[src/hdl/lvf_pkg.sv]
// ============================================================================
// lvf_pkg
// Shared types and constants for the local variance edge preserving filter:
// register map, field widths, controller commands and datapath status.
// ============================================================================
package lvf_pkg;

    localparam int PIX_W = 8;
    localparam int NCH   = 3;
    localparam int WS_W  = 4;
    localparam int NL_W  = 16;
    localparam int PLW_W = 11;
    localparam int ROW_W = 11;
    localparam int VAR_W = 22;   // variance in Q.8 never exceeds 255*255/4 * 256
    localparam int K_W   = 16;
    localparam int DEN_W = 25;   // var + noise_level * 256

    localparam logic [ROW_W-1:0] ROW_LIMIT = 11'd2047;

    // register indexes (byte address / 4)
    localparam logic [1:0] REG_WINDOW_SIZE = 2'd0;
    localparam logic [1:0] REG_NOISE_LEVEL = 2'd1;
    localparam logic [1:0] REG_LINE_WIDTH  = 2'd2;

    localparam logic [WS_W-1:0]  RST_WINDOW_SIZE = 4'd15;
    localparam logic [NL_W-1:0]  RST_NOISE_LEVEL = 16'd225;
    localparam logic [PLW_W-1:0] RST_LINE_WIDTH  = 11'd1024;

    typedef enum logic [1:0] {
        OP_MEAN,
        OP_SQ,
        OP_VAR,
        OP_K
    } div_op_t;

    typedef struct packed {
        logic       accept;
        logic       rd_ctr;
        logic       update;
        logic       prep;
        logic       div_start;
        logic       div_cap;
        div_op_t    op;
        logic [1:0] ch;
        logic       mix;
        logic       load_out;
    } lvf_cmd_t;

    typedef struct packed {
        logic emit;
        logic div_done;
        logic out_free;
    } lvf_stat_t;

endpackage

[src/hdl/lvf_ctrl.sv]
// ============================================================================
// lvf_ctrl
// Sequencer: reads the line and column stores, updates the running sums,
// then, for a pixel that closes a window, walks the three channels through
// mean, S*S/A, variance and gain divisions before handing the result to the
// output register.
module lvf_ctrl (
    input  logic              clk,
    input  logic              rst_n,
    input  logic              in_valid,
    output logic              in_ready,
    output lvf_pkg::lvf_cmd_t cmd,
    input  lvf_pkg::lvf_stat_t stat
);

    typedef enum logic [3:0] {
        S_IDLE,
        S_RD_OLD,
        S_RD_CTR,
        S_UPDATE,
        S_PREP,
        S_DIV_GO,
        S_DIV_WAIT,
        S_MIX,
        S_OUT
    } state_t;

    state_t              state_reg;
    lvf_pkg::div_op_t    op_reg;
    logic [1:0]          ch_reg;

    always_ff @(posedge clk or negedge rst_n)
    begin
        if (!rst_n)
        begin
            state_reg <= S_IDLE;
            op_reg    <= lvf_pkg::OP_MEAN;
            ch_reg    <= 2'd0;
        end
        else
        begin
            case (state_reg)
                S_IDLE:
                begin
                    if (in_valid)
                    begin
                        state_reg <= S_RD_OLD;
                    end
                end
                S_RD_OLD:
                begin
                    state_reg <= S_RD_CTR;
                end
                S_RD_CTR:
                begin
                    state_reg <= S_UPDATE;
                end
                S_UPDATE:
                begin
                    ch_reg    <= 2'd0;
                    state_reg <= stat.emit ? S_PREP : S_IDLE;
                end
                S_PREP:
                begin
                    op_reg    <= lvf_pkg::OP_MEAN;
                    state_reg <= S_DIV_GO;
                end
                S_DIV_GO:
                begin
                    state_reg <= S_DIV_WAIT;
                end
                S_DIV_WAIT:
                begin
                    if (stat.div_done)
                    begin
                        case (op_reg)
                            lvf_pkg::OP_MEAN:
                            begin
                                op_reg    <= lvf_pkg::OP_SQ;
                                state_reg <= S_DIV_GO;
                            end
                            lvf_pkg::OP_SQ:
                            begin
                                op_reg    <= lvf_pkg::OP_VAR;
                                state_reg <= S_DIV_GO;
                            end
                            lvf_pkg::OP_VAR:
                            begin
                                op_reg    <= lvf_pkg::OP_K;
                                state_reg <= S_DIV_GO;
                            end
                            default:
                            begin
                                state_reg <= S_MIX;
                            end
                        endcase
                    end
                end
                S_MIX:
                begin
                    if (ch_reg == 2'd2)
                    begin
                        state_reg <= S_OUT;
                    end
                    else
                    begin
                        ch_reg    <= ch_reg + 2'd1;
                        state_reg <= S_PREP;
                    end
                end
                S_OUT:
                begin
                    if (stat.out_free)
                    begin
                        state_reg <= S_IDLE;
                    end
                end
                default:
                begin
                    state_reg <= S_IDLE;
                end
            endcase
        end
    end

    assign in_ready = (state_reg == S_IDLE);

    always_comb
    begin
        cmd           = '0;
        cmd.op        = op_reg;
        cmd.ch        = ch_reg;
        cmd.accept    = (state_reg == S_IDLE) && in_valid;
        cmd.rd_ctr    = (state_reg == S_RD_CTR);
        cmd.update    = (state_reg == S_UPDATE);
        cmd.prep      = (state_reg == S_PREP);
        cmd.div_start = (state_reg == S_DIV_GO);
        cmd.div_cap   = (state_reg == S_DIV_WAIT) && stat.div_done;
        cmd.mix       = (state_reg == S_MIX);
        cmd.load_out  = (state_reg == S_OUT) && stat.out_free;
    end

endmodule

[config.mk]
export PLATFORM = sky130hd
export DESIGN_NAME = lvf_ctrl
export DESIGN_NICKNAME = d
export VERILOG_FILES = /design/src/hdl/lvf_pkg.sv /design/src/hdl/lvf_ctrl.sv
export SDC_FILE = /design/constraint.sdc
export NUM_CORES = 1
export LEC_CHECK = 0
export ABC_CLOCK_PERIOD_IN_PS = 1300
export BUFFER_PORTS_ARGS = -buffer_cell sky130_fd_sc_hd__buf_2
export CAP_MARGIN = 10
export CORE_MARGIN = 2
export CORE_UTILIZATION = 43
export DETAILED_ROUTE_END_ITERATION = 10
export GPL_ROUTABILITY_DRIVEN = 0
export PLACE_DENSITY_LB_ADDON = 0.3
export SYNTH_ARGS = -nofsm -noshare
export SYNTH_HDL_FRONTEND = slang
export SYNTH_SLANG_ARGS = --single-unit
[constraint.sdc]
create_clock -name clk -period 1.3 [get_ports clk]
set_input_delay 0.13 -clock clk [delete_from_list [all_inputs] [get_ports clk]]
set_output_delay 0.13 -clock clk [all_outputs]
set_load 0.05 [all_outputs]
==> run metrics <==
status=finished with violations; failing checks=setup timing; most common cell after layout, fill and taps aside=buf_4; synthesized flop and latch total=8; clk buf depth=2; row count=13; Slew Viols, Final=0; clock sink count=8; dpl hpwl=1060 um; Die Span Y=40.6 um; startpoint type of the worst setup path=flop; Final Hold Viols=0; CP Data Arrival Time=1.43 ns; Slew @ Worst Pin=0.362 ns; DRT iter0 DRCs=0; final worst slack=-0.259 ns; Synth Area in Adders=10.9%; clk slew on worst S/H paths=0.06 ns; Achievable Freq=0.641 GHz; vias in the first global route=595; first drt pass iteration count=1; crit path from=state_reg[0]$_DFFE_PN0P_; Required @ worst endpoint=1.17 ns; pin count of the biggest net entering global routing=12; Compound-Gate Fraction of Synth Area=15.2%; part of the cycle the worst path needs=120%; share of layout cells above drive strength 1=66.7%; CP Max Fanout=11; crit path kind=flop to output pin; via count=675; DRC violations left=0; Clock Latency Late Sink=0.27 ns; Yosys warnings=0; max_slew headroom=75.8%; Worst Skew=0.00187 ns; Port-buffer cells=18; CP max-delay cell=dfrtp_2; register area share after synthesis=34.8%; first-pass GRT wire length=2720 um; total gr overflow=0; post-synthesis cell type count=30; main combinational cell family by area after synthesis=simple AND/OR/NAND/NOR gates; diode count=0; R2R setup slack=-0.19 ns; WP buf/inv=1; placed inst area=811 um^2; critical-path cell list=nand4bb_1, nor2_2, buf_4; Worst setup EP type=output pin; Reg2Reg Capture Point=ch_reg[0]$_DFFE_PN0P_; routed vias/inst=5.63; H-tree Lvls=1; Syn-to-layout area delta=79.6%; Synthesized Nets=76; clock root buffer master=clkbuf_4; Final setup viols=13; Max stage delay on crit path=0.50 ns; initial antenna violation count=0; Hold/Removal Path Class=input pin to flop; Final min period=1.56 ns; Post-Syn Area=576 um^2; simple-gate share of the synthesized area=31.5%; GR Util All Layers=27.5%; Nets=117; Placeable Area=1270 um^2; die area=1650 um^2; max capacitance violation total=0; worst setup path endpoint=cmd[6]; Post-Synthesis Cells=65; proportion of synthesized area in mux cells=0%; Initial Util=45.4%; R2R cell count=5; die width=40.6 um; Ports=19; WL final=2030 um; unrepaired setup endpoints after global routing=true; DRT antenna net count=0; most frequent cells in the layout=20 x buf_4, 9 x buf_2, 9 x buf_6; xor and xnor fraction of the mapped netlist area=0%; Num CTS Buffers=3; TritonCTS clock tree=done; final instance area=1030 um^2; Mapped Avg Cell Area=8.85 um^2; CP top delay family=flip-flops; max FFs per register=4; worst r2r src=state_reg[1]$_DFFE_PN0P_; Crit path depth=3; drt wl/cell=16.9 um
final cells by class:
type,instances,area (um^2)
clock buffer,4,26.3
fill,72,235
inverter,4,15.0
multi-input combinational,49,442
sequential,8,210
tap,15,18.8
timing repair buffer,40,322
worst min path at each step:
| stage | start | endpoint | slack, ns | depth (start not counted) |
|---|---|---|---|---|
| finish | stat[0] | state_reg[3]$_DFFE_PN0P_ | 0.07 | 2 |
| global route | stat[0] | state_reg[3]$_DFFE_PN0P_ | 0.08 | 2 |
| CTS | stat[0] | state_reg[3]$_DFFE_PN0P_ | 0.06 | 2 |
| detailed placement | rst_n | state_reg[0]$_DFFE_PN0P_ | -0.01 | 1 |
| global placement | rst_n | state_reg[1]$_DFFE_PN0P_ | -0.02 | 1 |
| floorplan | rst_n | ch_reg[0]$_DFFE_PN0P_ | -0.17 | 0 |
cell usage after synthesis, drive strengths merged:
cell | n | share of area, %
or3 | 1 | 1.1
and2 | 1 | 1.1
nor2 | 7 | 4.6
o21ai | 1 | 0.87
ha | 5 | 11
nand2b | 3 | 4.6
nor2b | 2 | 2.2
and3 | 1 | 1.1
dfrtp | 8 | 35
o31ai | 1 | 1.3
o21bai | 1 | 1.3
nand3b | 1 | 1.3
o32ai | 1 | 1.5
a31oi | 1 | 1.1
nor3 | 6 | 5.2
buf | 4 | 5.0
a22o | 1 | 1.7
nor4 | 2 | 2.2
or4b | 1 | 1.7
o22ai | 1 | 1.1
inv | 4 | 2.6
o22a | 1 | 1.5
a21oi | 2 | 1.7
nand4bb | 1 | 2.0
or2b | 1 | 1.3
nand2 | 5 | 3.3
a2111oi | 2 | 3.0
per-layer routing:
metal  track usage (%)  vias up  share of wire [%]
met4              32.5        0                7.3
met2              38.5       29                 46
met3              9.44       15                6.5
met1              29.3      318                 40
li1                  -      313                  -
met5                 0        -                  0
worst register-to-register path: stages, from the launching register on:
cell,delay (ns)
dfrtp_2,0.46
buf_6,0.13
buf_4,0.11
nand3b_1,0.10
or4b_1,0.52
o21ai_1,0.09
timing repair:
item / 4_1_cts / 5_1_grt
hold buffers: 1 / 0
gates resized for setup: 32 / 6
pin swaps: 8 / 0
buffers inserted: 3 / 5
endpoints found under the hold margin: 8 / 0
endpoints found under the setup margin: 14 / 14
through the flow:
| step | setup TNS [ns] | hold slack (ns) | util, % | instances | worst slack (ns) |
|---|---|---|---|---|---|
| after floorplan | -1.08 | -0.166 | - | 65 | -0.385 |
| after global placement | -0.312 | -0.0151 | 63.9 | 107 | -0.0893 |
| after detailed placement | -0.491 | -0.0117 | 63.9 | 107 | -0.106 |
| after CTS | -1.54 | 0.0552 | 76.7 | 115 | -0.222 |
| after global routing | -2.64 | 0.0763 | 81.5 | 120 | -0.285 |
| final | -2.16 | 0.0704 | 81.5 | 120 | -0.259 |
cells by family after synthesis:
kind of cell | count (synthesis)
and+or+nand+nor | 32
buffers and inverters | 8
DFF | 8
AOI/OAI and AO/OA | 12
adders and majority gates | 5
Power is left out: the tool's default activity adds up to more than one toggle a clock period on the data nets, which glitch-free logic cannot reach.
